--- src/hdl/maf_pkg.sv ---
// Shared constants, types and helpers for the moving average filter
package maf_pkg;

    localparam int MAX_WINDOW   = 64;
    localparam int SAMPLE_WIDTH = 16;
    localparam int SLOT_W       = $clog2(MAX_WINDOW);
    localparam int WIN_W        = SLOT_W + 1;
    localparam int SUM_W        = SAMPLE_WIDTH + SLOT_W;
    localparam int STEP_W       = $clog2(SUM_W);
    localparam int FIFO_DEPTH   = 2;
    localparam int FIFO_PTR_W   = $clog2(FIFO_DEPTH);
    localparam int FIFO_CNT_W   = $clog2(FIFO_DEPTH + 1);

    localparam logic [WIN_W-1:0] WINDOW_RESET = WIN_W'(4);

    typedef logic signed [SAMPLE_WIDTH-1:0] t_sample;
    typedef logic signed [SUM_W-1:0]        t_sum;
    typedef logic        [SUM_W-1:0]        t_mag;
    typedef logic        [WIN_W-1:0]        t_win;
    typedef logic        [SLOT_W-1:0]       t_slot;

    typedef struct packed {
        t_sum sum;
        t_win divisor;
    } t_job;

    typedef enum logic [2:0] {
        S_IDLE = 3'b001,
        S_DIV  = 3'b010,
        S_HOLD = 3'b100
    } t_div_state;

    function automatic t_win eff_window(input t_win len);
        t_win w;
        if (len == '0) begin
            w = WIN_W'(1);
        end else if (len > WIN_W'(MAX_WINDOW)) begin
            w = WIN_W'(MAX_WINDOW);
        end else begin
            w = len;
        end
        return w;
    endfunction

endpackage

--- src/hdl/maf_if.sv ---
// Valid/ready channel interfaces for samples in and means out
interface maf_sample_if;
    import maf_pkg::*;
    logic    valid;
    logic    ready;
    t_sample sample;
    modport source (output valid, output sample, input ready);
    modport sink   (input valid, input sample, output ready);
endinterface

interface maf_mean_if;
    import maf_pkg::*;
    logic    valid;
    logic    ready;
    t_sample mean;
    modport source (output valid, output mean, input ready);
    modport sink   (input valid, input mean, output ready);
endinterface

--- src/hdl/moving_average_filter.sv ---
// Top level of the moving average filter: window register and unit wiring
//
// Samples arrive on i_sample_ch (valid/ready, signed 16-bit beat); means leave
// on o_mean_ch (valid/ready, signed 16-bit beat), one mean per sample, in order.
// Each mean is the sum of the latest window_len samples divided by window_len,
// truncated toward zero; samples before the first one or before a window
// write count as zero. A window_len of 0 acts as 1, above 64 acts as 64.
// i_cfg_wr_en with i_cfg_wr_data writes window_len and clears the history at
// once; write it only while no beat is in flight.
// The one-bit-per-cycle divider over the 22-bit window sum takes a new sum
// only when idle; meanwhile the front end keeps taking samples until the
// queue fills. A two-entry queue sits between the sum stage and the divider,
// and the output register lets the divider finish while a mean waits.
// When the receiver stalls the mean is held, the divider then holds, the queue
// fills and i_sample_ch.ready drops; nothing is lost.
// Reset (synchronous, active low) clears the history and sets window_len to 4.
module moving_average_filter (
    input  logic                i_clk,
    input  logic                i_rst_n,
    input  logic                i_cfg_wr_en,
    input  maf_pkg::t_win       i_cfg_wr_data,
    maf_sample_if.sink          i_sample_ch,
    maf_mean_if.source          o_mean_ch
);
    import maf_pkg::*;

    t_win  r_window_len;
    t_win  window;
    logic  push;
    logic  push_ready;
    t_job  front_job;
    logic  pop_valid;
    t_job  back_job;
    logic  pop;

    assign window = eff_window(r_window_len);

    always_ff @(posedge i_clk) begin
        if (!i_rst_n) begin
            r_window_len <= WINDOW_RESET;
        end else if (i_cfg_wr_en) begin
            r_window_len <= i_cfg_wr_data;
        end
    end

    maf_front u_front (
        .i_clk        (i_clk),
        .i_rst_n      (i_rst_n),
        .i_clear      (i_cfg_wr_en),
        .i_window     (window),
        .i_sample_ch  (i_sample_ch),
        .o_push       (push),
        .o_job        (front_job),
        .i_push_ready (push_ready)
    );

    maf_fifo u_fifo (
        .i_clk        (i_clk),
        .i_rst_n      (i_rst_n),
        .i_push       (push),
        .i_job        (front_job),
        .o_push_ready (push_ready),
        .o_pop_valid  (pop_valid),
        .o_job        (back_job),
        .i_pop        (pop)
    );

    maf_back u_back (
        .i_clk       (i_clk),
        .i_rst_n     (i_rst_n),
        .i_job_valid (pop_valid),
        .i_job       (back_job),
        .o_job_ready (pop),
        .o_mean_ch   (o_mean_ch)
    );

endmodule

--- src/hdl/maf_front.sv ---
// Front end: sample ring, window bookkeeping and running sum
module maf_front (
    input  logic                i_clk,
    input  logic                i_rst_n,
    input  logic                i_clear,
    input  maf_pkg::t_win       i_window,
    maf_sample_if.sink          i_sample_ch,
    output logic                o_push,
    output maf_pkg::t_job       o_job,
    input  logic                i_push_ready
);
    import maf_pkg::*;

    t_sample                r_ring [MAX_WINDOW];
    logic [MAX_WINDOW-1:0]  r_valid;
    t_slot                  r_slot;
    logic                   r_s1_valid;
    t_sample                r_s1_sample;
    t_sample                r_oldest;
    logic                   r_oldest_valid;
    t_sum                   r_sum;
    t_sum                   n_sum;
    t_slot                  leave;
    logic                   accept;
    logic                   pushed;

    assign leave             = r_slot - i_window[SLOT_W-1:0];
    assign i_sample_ch.ready = !r_s1_valid || i_push_ready;
    assign accept            = i_sample_ch.valid && i_sample_ch.ready;
    assign pushed            = r_s1_valid && i_push_ready;

    always_comb begin
        n_sum = r_sum + SUM_W'(r_s1_sample);
        if (r_oldest_valid) begin
            n_sum = n_sum - SUM_W'(r_oldest);
        end
    end

    assign o_push        = r_s1_valid;
    assign o_job.sum     = n_sum;
    assign o_job.divisor = i_window;

    always_ff @(posedge i_clk) begin
        if (accept) begin
            r_ring[r_slot] <= i_sample_ch.sample;
            r_oldest       <= r_ring[leave];
            r_s1_sample    <= i_sample_ch.sample;
        end
    end

    always_ff @(posedge i_clk) begin
        if (!i_rst_n || i_clear) begin
            r_valid        <= '0;
            r_slot         <= '0;
            r_sum          <= '0;
            r_s1_valid     <= 1'b0;
            r_oldest_valid <= 1'b0;
        end else begin
            if (accept) begin
                r_valid[r_slot] <= 1'b1;
                r_slot          <= r_slot + SLOT_W'(1);
                r_oldest_valid  <= r_valid[leave];
                r_s1_valid      <= 1'b1;
            end else if (pushed) begin
                r_s1_valid <= 1'b0;
            end
            if (pushed) begin
                r_sum <= n_sum;
            end
        end
    end

    a_clear_empties: assert property (@(posedge i_clk) disable iff (!i_rst_n)
        i_clear |=> (r_sum == '0 && r_slot == '0 && r_valid == '0))
        else $error("history not cleared after window write");

endmodule

--- src/hdl/maf_fifo.sv ---
// Two-entry queue of sum and divisor jobs between front end and divider
module maf_fifo (
    input  logic           i_clk,
    input  logic           i_rst_n,
    input  logic           i_push,
    input  maf_pkg::t_job  i_job,
    output logic           o_push_ready,
    output logic           o_pop_valid,
    output maf_pkg::t_job  o_job,
    input  logic           i_pop
);
    import maf_pkg::*;

    t_job                   r_mem [FIFO_DEPTH];
    logic [FIFO_PTR_W-1:0]  r_wr_ptr;
    logic [FIFO_PTR_W-1:0]  r_rd_ptr;
    logic [FIFO_CNT_W-1:0]  r_count;
    logic                   do_push;
    logic                   do_pop;

    assign o_push_ready = r_count != FIFO_CNT_W'(FIFO_DEPTH);
    assign o_pop_valid  = r_count != '0;
    assign o_job        = r_mem[r_rd_ptr];
    assign do_push      = i_push && o_push_ready;
    assign do_pop       = i_pop && o_pop_valid;

    always_ff @(posedge i_clk) begin
        if (do_push) begin
            r_mem[r_wr_ptr] <= i_job;
        end
    end

    always_ff @(posedge i_clk) begin
        if (!i_rst_n) begin
            r_wr_ptr <= '0;
            r_rd_ptr <= '0;
            r_count  <= '0;
        end else begin
            if (do_push) begin
                r_wr_ptr <= r_wr_ptr + FIFO_PTR_W'(1);
            end
            if (do_pop) begin
                r_rd_ptr <= r_rd_ptr + FIFO_PTR_W'(1);
            end
            if (do_push && !do_pop) begin
                r_count <= r_count + FIFO_CNT_W'(1);
            end else if (do_pop && !do_push) begin
                r_count <= r_count - FIFO_CNT_W'(1);
            end
        end
    end

    a_count_bound: assert property (@(posedge i_clk) disable iff (!i_rst_n)
        r_count <= FIFO_CNT_W'(FIFO_DEPTH))
        else $error("queue overfilled");

    a_empty_ptrs: assert property (@(posedge i_clk) disable iff (!i_rst_n)
        (r_count == '0) |-> (r_rd_ptr == r_wr_ptr))
        else $error("queue pointers disagree when empty");

endmodule

--- src/hdl/maf_back.sv ---
// Back end: bit-serial signed divide of the window sum and output register
module maf_back (
    input  logic           i_clk,
    input  logic           i_rst_n,
    input  logic           i_job_valid,
    input  maf_pkg::t_job  i_job,
    output logic           o_job_ready,
    maf_mean_if.source     o_mean_ch
);
    import maf_pkg::*;

    t_div_state          r_state;
    logic [STEP_W-1:0]   r_count;
    t_mag                r_quo;
    t_win                r_rem;
    t_win                r_div;
    logic                r_neg;
    logic                r_out_valid;
    t_sample             r_out_mean;
    t_mag                mag;
    t_win                shifted;
    logic [WIN_W:0]      trial;
    t_mag                signed_quo;
    logic                take;
    logic                load_out;

    assign o_job_ready = r_state == S_IDLE;
    assign take        = o_job_ready && i_job_valid;
    assign mag         = i_job.sum[SUM_W-1] ? t_mag'(-i_job.sum) : t_mag'(i_job.sum);
    assign shifted     = {r_rem[WIN_W-2:0], r_quo[SUM_W-1]};
    assign trial       = {1'b0, shifted} - {1'b0, r_div};
    assign signed_quo  = r_neg ? (~r_quo + SUM_W'(1)) : r_quo;
    assign load_out    = (r_state == S_HOLD) && (!r_out_valid || o_mean_ch.ready);

    assign o_mean_ch.valid = r_out_valid;
    assign o_mean_ch.mean  = r_out_mean;

    always_ff @(posedge i_clk) begin
        if (take) begin
            r_quo   <= mag;
            r_rem   <= '0;
            r_div   <= i_job.divisor;
            r_neg   <= i_job.sum[SUM_W-1];
        end else if (r_state == S_DIV) begin
            if (!trial[WIN_W]) begin
                r_rem <= trial[WIN_W-1:0];
                r_quo <= {r_quo[SUM_W-2:0], 1'b1};
            end else begin
                r_rem <= shifted;
                r_quo <= {r_quo[SUM_W-2:0], 1'b0};
            end
        end
        if (load_out) begin
            r_out_mean <= signed_quo[SAMPLE_WIDTH-1:0];
        end
    end

    always_ff @(posedge i_clk) begin
        if (!i_rst_n) begin
            r_state     <= S_IDLE;
            r_count     <= '0;
            r_out_valid <= 1'b0;
        end else begin
            unique case (r_state)
                S_IDLE: begin
                    if (take) begin
                        r_count <= '0;
                        r_state <= S_DIV;
                    end
                end
                S_DIV: begin
                    r_count <= r_count + STEP_W'(1);
                    if (r_count == STEP_W'(SUM_W - 1)) begin
                        r_state <= S_HOLD;
                    end
                end
                S_HOLD: begin
                    if (load_out) begin
                        r_state <= S_IDLE;
                    end
                end
                default: begin
                    r_state <= S_IDLE;
                end
            endcase
            if (load_out) begin
                r_out_valid <= 1'b1;
            end else if (o_mean_ch.ready) begin
                r_out_valid <= 1'b0;
            end
        end
    end

    a_rem_below_div: assert property (@(posedge i_clk) disable iff (!i_rst_n)
        (r_state == S_DIV) |-> (r_rem < r_div))
        else $error("partial remainder not below divisor");

    a_step_bound: assert property (@(posedge i_clk) disable iff (!i_rst_n)
        (r_state == S_DIV) |-> (r_count <= STEP_W'(SUM_W - 1)))
        else $error("divide step count overran");

    a_div_nonzero: assert property (@(posedge i_clk) disable iff (!i_rst_n)
        (r_state == S_DIV) |-> (r_div != '0))
        else $error("zero divisor in divide");

endmodule
--- src/flat_wrapper.sv ---
// flat-port wrapper written by rule: the top's interface ports become plain ports
module moving_average_filter_flat import maf_pkg::*;
  (i_clk, i_rst_n, i_cfg_wr_en, i_cfg_wr_data, i_sample_ch_valid, i_sample_ch_sample, i_sample_ch_ready, o_mean_ch_valid, o_mean_ch_mean, o_mean_ch_ready);
  maf_sample_if i_sample_ch_i ();
  maf_mean_if o_mean_ch_i ();
  input  logic i_clk;
  input  logic i_rst_n;
  input  logic i_cfg_wr_en;
  input  maf_pkg::t_win i_cfg_wr_data;
  input wire logic [$bits(i_sample_ch_i.valid)-1:0] i_sample_ch_valid;
  input wire logic [$bits(i_sample_ch_i.sample)-1:0] i_sample_ch_sample;
  output wire logic [$bits(i_sample_ch_i.ready)-1:0] i_sample_ch_ready;
  output wire logic [$bits(o_mean_ch_i.valid)-1:0] o_mean_ch_valid;
  output wire logic [$bits(o_mean_ch_i.mean)-1:0] o_mean_ch_mean;
  input wire logic [$bits(o_mean_ch_i.ready)-1:0] o_mean_ch_ready;
  assign i_sample_ch_i.valid = i_sample_ch_valid;
  assign i_sample_ch_i.sample = i_sample_ch_sample;
  assign i_sample_ch_ready = i_sample_ch_i.ready;
  assign o_mean_ch_valid = o_mean_ch_i.valid;
  assign o_mean_ch_mean = o_mean_ch_i.mean;
  assign o_mean_ch_i.ready = o_mean_ch_ready;
  moving_average_filter u_core (.i_clk(i_clk), .i_rst_n(i_rst_n), .i_cfg_wr_en(i_cfg_wr_en), .i_cfg_wr_data(i_cfg_wr_data), .i_sample_ch(i_sample_ch_i), .o_mean_ch(o_mean_ch_i));
endmodule
--- config.mk ---
export PLATFORM = sky130hd
export DESIGN_NAME = moving_average_filter_flat
export DESIGN_NICKNAME = d
export VERILOG_FILES = /design/src/hdl/maf_pkg.sv /design/src/hdl/maf_if.sv /design/src/hdl/moving_average_filter.sv /design/src/hdl/maf_front.sv /design/src/hdl/maf_fifo.sv /design/src/hdl/maf_back.sv /design/src/flat_wrapper.sv
export SDC_FILE = /design/constraint.sdc
export NUM_CORES = 1
export LEC_CHECK = 0
export BUFFER_PORTS_ARGS = -buffer_cell sky130_fd_sc_hd__buf_2
export CAP_MARGIN = 0
export CORE_ASPECT_RATIO = 1.75
export CORE_MARGIN = 3
export CORE_UTILIZATION = 37
export CTS_CLUSTER_SIZE = 24
export DETAILED_ROUTE_END_ITERATION = 8
export SYNTH_ARGS = -nofsm -noshare
export SYNTH_HDL_FRONTEND = slang
export SYNTH_SLANG_ARGS = --single-unit
--- constraint.sdc ---
create_clock -name i_clk -period 5.2 [get_ports i_clk]
set_input_delay 0.52 -clock i_clk [delete_from_list [all_inputs] [get_ports i_clk]]
set_output_delay 0.52 -clock i_clk [all_outputs]
set_load 0.1 [all_outputs]
==> flow_metrics.tcl <==
set metrics [dict create \
    status "finished, final reports clean" \
    critPathMaxStageDelay_ns 0.51 \
    grt_util_all_layers_pct 17.1 \
    die_h_um 502 \
    final_cell_mix "edfxtp_1, mux4_2, nor2_1" \
    via_per_inst 5.30 \
    clk_latency_ns 0.74 \
    power_density_nw_per_um2 404 \
    end_kind "flip-flop" \
    cp-startpoint "u_core.u_front.r_s1_sample[0]" \
    cp-start-kind "flip-flop" \
    ios 46 \
    synth.area.top_cells "edfxtp_1, mux4_2, dfxtp_1, nor2_1, ha_1" \
    route.detailed.drc 0 \
    slew_headroom_pct 19.8 \
    finalHoldViolCount 0 \
    dr.first_iter.drc_count 2038 \
    die_x_um 289 \
    fin_cells 4881 \
    h-tree-depth 3 \
    grt_setup_unrepaired "no" \
    cts_max_path_buffers 3 \
    timing.final.max_slew_violations 0 \
    cts_root_buf "clkbuf_16" \
    min_from "i_rst_n" \
    dieArea_um2 145000 \
    reg2reg_from "u_core.u_front.r_s1_sample[0]" \
    grt_max_degree 66 \
    worstPathCellList "ha_1 > inv_1 > fa_1 > nor2b_1 > o21a_1 > o21ai_1 > a21oi_1 > a21boi_0 > o31ai_1 > xor2_1 > ha_1 > a21o_1 > a21o_1 > a21oi_1 > a21oi_1 > or4_1 > o211ai_1 > nand2_1 > xnor2_1" \
    arrival_ns 5.18 \
    dr_total_vias 25900 \
    worst_ep_required_time_ns 5.66 \
    area_delta_synth_final_pct 13.7 \
    utilization_pct 42.4 \
    cts_buffers 110 \
    start_util_pct 37.3 \
    syn-mean-instance-area_um2 18.6 \
    finalCriticalPeriod_ns 4.71 \
    dp_hpwl_mm 73.9 \
    coreArea_um2 139000 \
    synth_area_um2 52000 \
    fin_setup_tns_ns 0 \
    drive_gt1_share_pct 25.6 \
    placementRows 181 \
    finalSetupViolCount 0 \
    clk_pin_slew_worst_paths_ns 0.07 \
    crit_path_top_delay_cell "or4_1" \
    fin_nets 3048 \
    cts_resized 0 \
    place_area_um2 55400 \
    worst_slew_pin_slew_ns 1.20 \
    yosysUniqueCellTypes 66 \
    maxCapViolCount 0 \
    critPathMaxFanout 5 \
    ir_drop_v 0.000294 \
    p_leak_uw 0.0192 \
    cts.sinks 1281 \
    ant_nets 0 \
    fillerInstances 12100 \
    seq_area_frac_synth_pct 71.7 \
    portBuffers 45 \
    syn_inst 2791 \
    grt_pass1_wl_mm 181 \
    post-place-cells 4665 \
    synth_nets 2883 \
    fin_crit_sh_pct 90.7 \
    ys_warn_count 0 \
    gp_congestion 0.802 \
    synth.top_cell.area_share_pct 67.0 \
    synthFlopType "edfxtp_1" \
    final_design_area_no_fill_um2 59000 \
    worst_path_most_repeated_cell "a21oi_1" \
    finClkSkew_ns 0.0397 \
    path_class "flip-flop to flip-flop" \
    tritoncts "built" \
    antenna_found_initial 6 \
    fmax_ghz 0.212 \
    avgRoutedWirePerCell_um 25.2 \
    dr.pass1.iters 5 \
    first_global_vias 26900 \
    ys_seq_elements 1281 \
    overflow 0 \
    power_uw 23800 \
    drt_wl_total_mm 123 \
    async_flop_share_pct 0 \
    min_path_type "primary input to flip-flop" \
    layout_commonest_cell "edfxtp_1" \
    yosys.area.top_type "edfxtp_1" \
    synth_edf_count 1160 \
]
==> worst paths after layout <==
path,slack (ns),endpoint,depth (start not counted)
max,0.49,u_core.u_fifo.r_mem[0][28],19
min,0.09,u_core.u_back.r_state[0],2
max reg2reg,0.49,u_core.u_fifo.r_mem[0][28],19
min reg2reg,0.46,u_core.u_front.r_valid[40],2
==> state kept, by name (all words and copies together), names as in the netlist, named ones only <==
name / cells
u_core.u_front.r_valid: 64
u_core.r_window_len: 7
u_core.u_front.r_s1_sample: 16
u_core.u_back.r_quo: 22
u_core.u_fifo.r_rd_ptr: 1
u_core.u_front.r_slot: 6
u_core.u_back.r_rem: 6
u_core.u_back.r_count: 5
u_core.u_back.o_mean_ch.mean: 16
u_core.u_fifo.r_count: 2
u_core.u_fifo.r_mem: 58
u_core.u_back.o_mean_ch.valid: 1
u_core.u_back.r_neg: 1
u_core.u_front.o_push: 1
u_core.u_front.r_oldest_valid: 1
u_core.u_front.r_oldest: 16
u_core.u_fifo.r_wr_ptr: 1
u_core.u_front.r_ring: 1024
u_core.u_back.r_state: 3
u_core.u_front.r_sum: 22
u_core.u_back.r_div: 7
==> worst max-delay path, delay by kind of cell, from the launching register on <==
family                   cells  cell delay, ns
AO/OA/AOI/OAI               10            1.99
adder cells (fa/ha/maj)      3            0.92
AND/OR/NAND/NOR              3            0.75
XOR/XNOR                     2            0.38
flip-flops                   1            0.33
buffers and inverters        1            0.06
==> repair_timing <==
action	4_1_cts	5_1_grt
buffers inserted	0	0
hold buffers	9	0
endpoints found under the hold margin	8	0
setup endpoints to repair	0	0
==> cells in the mapped netlist (6+ instances only) <==
| cell | instances |
|---|---|
| buf_1 | 32 |
| nand3_1 | 11 |
| a31oi_1 | 6 |
| buf_2 | 35 |
| dfxtp_1 | 121 |
| nor3_1 | 18 |
| clkbuf_1 | 62 |
| o31ai_1 | 8 |
| o21a_1 | 9 |
| and3_1 | 9 |
| nand3b_1 | 8 |
| mux4_2 | 340 |
| a211oi_1 | 19 |
| nand4_1 | 8 |
| nor2_1 | 280 |
| o21ai_1 | 6 |
| inv_1 | 50 |
| mux2i_1 | 53 |
| nor2b_1 | 30 |
| o21ba_1 | 6 |
| edfxtp_1 | 1160 |
| o21ai_0 | 55 |
| mux2_2 | 24 |
| nand2b_1 | 18 |
| a21o_1 | 33 |
| xor2_1 | 28 |
| xnor2_1 | 61 |
| a21oi_1 | 81 |
| ha_1 | 60 |
| nand2_1 | 91 |
==> where the power goes <==
group | switching, uW | leakage (uW) | total (uW) | internal (uW)
Sequential | 214 | 0.0115 | 11800 | 11600
Combinational | 2060 | 0.00600 | 3770 | 1700
Clock | 3800 | 0.00174 | 8260 | 4460
==> layer usage <==
layer  routed length (um)  global-route usage [%]  vias up
met5                   21                       0        -
met4                 4450                    6.54        4
met3                 5110                    2.15      175
met2                66400                    31.0      611
met1                47100                    20.5    13600
li1                     -                       -    11400
==> cell families (layout without fill, tap and decap cells) <==
group | count (synthesis) | in the layout | share of synthesized area (%)
adder cells (fa/ha/maj) | 64 | 64 | 1.60
other | 0 | 1 | 0
AO/OA/AOI/OAI | 258 | 258 | 3.24
AND/OR/NAND/NOR | 501 | 501 | 4.26
flip-flops | 1281 | 1281 | 71.7
buffers and inverters | 180 | 439 | 1.38
multiplexers | 418 | 418 | 16.3
XOR/XNOR | 89 | 89 | 1.50
==> layout make-up <==
class                   instances  area [um2]  area share, %
multi-input cells            1330       14300           24.2
clock buffers                 144        2920           4.95
flip-flops and latches       1281       37300           63.1
clock inverters                62         674           1.14
well taps                    1830        2290           3.88
diodes                          1        2.50        0.00424
repair buffers                182        1450           2.46
inverters                      51         191          0.324
==> stage by stage <==
step / hold slack [ns] / worst slack (ns)
2_1_floorplan: 0.432 / 0.804
3_5_place_dp: 0.451 / 0.508
4_1_cts: 0.0320 / 0.466
5_1_grt: 0.0702 / 0.157
3_3_place_gp: 0.444 / 0.537
6_report: 0.0884 / 0.485
(Power assumes the default switching activity.)
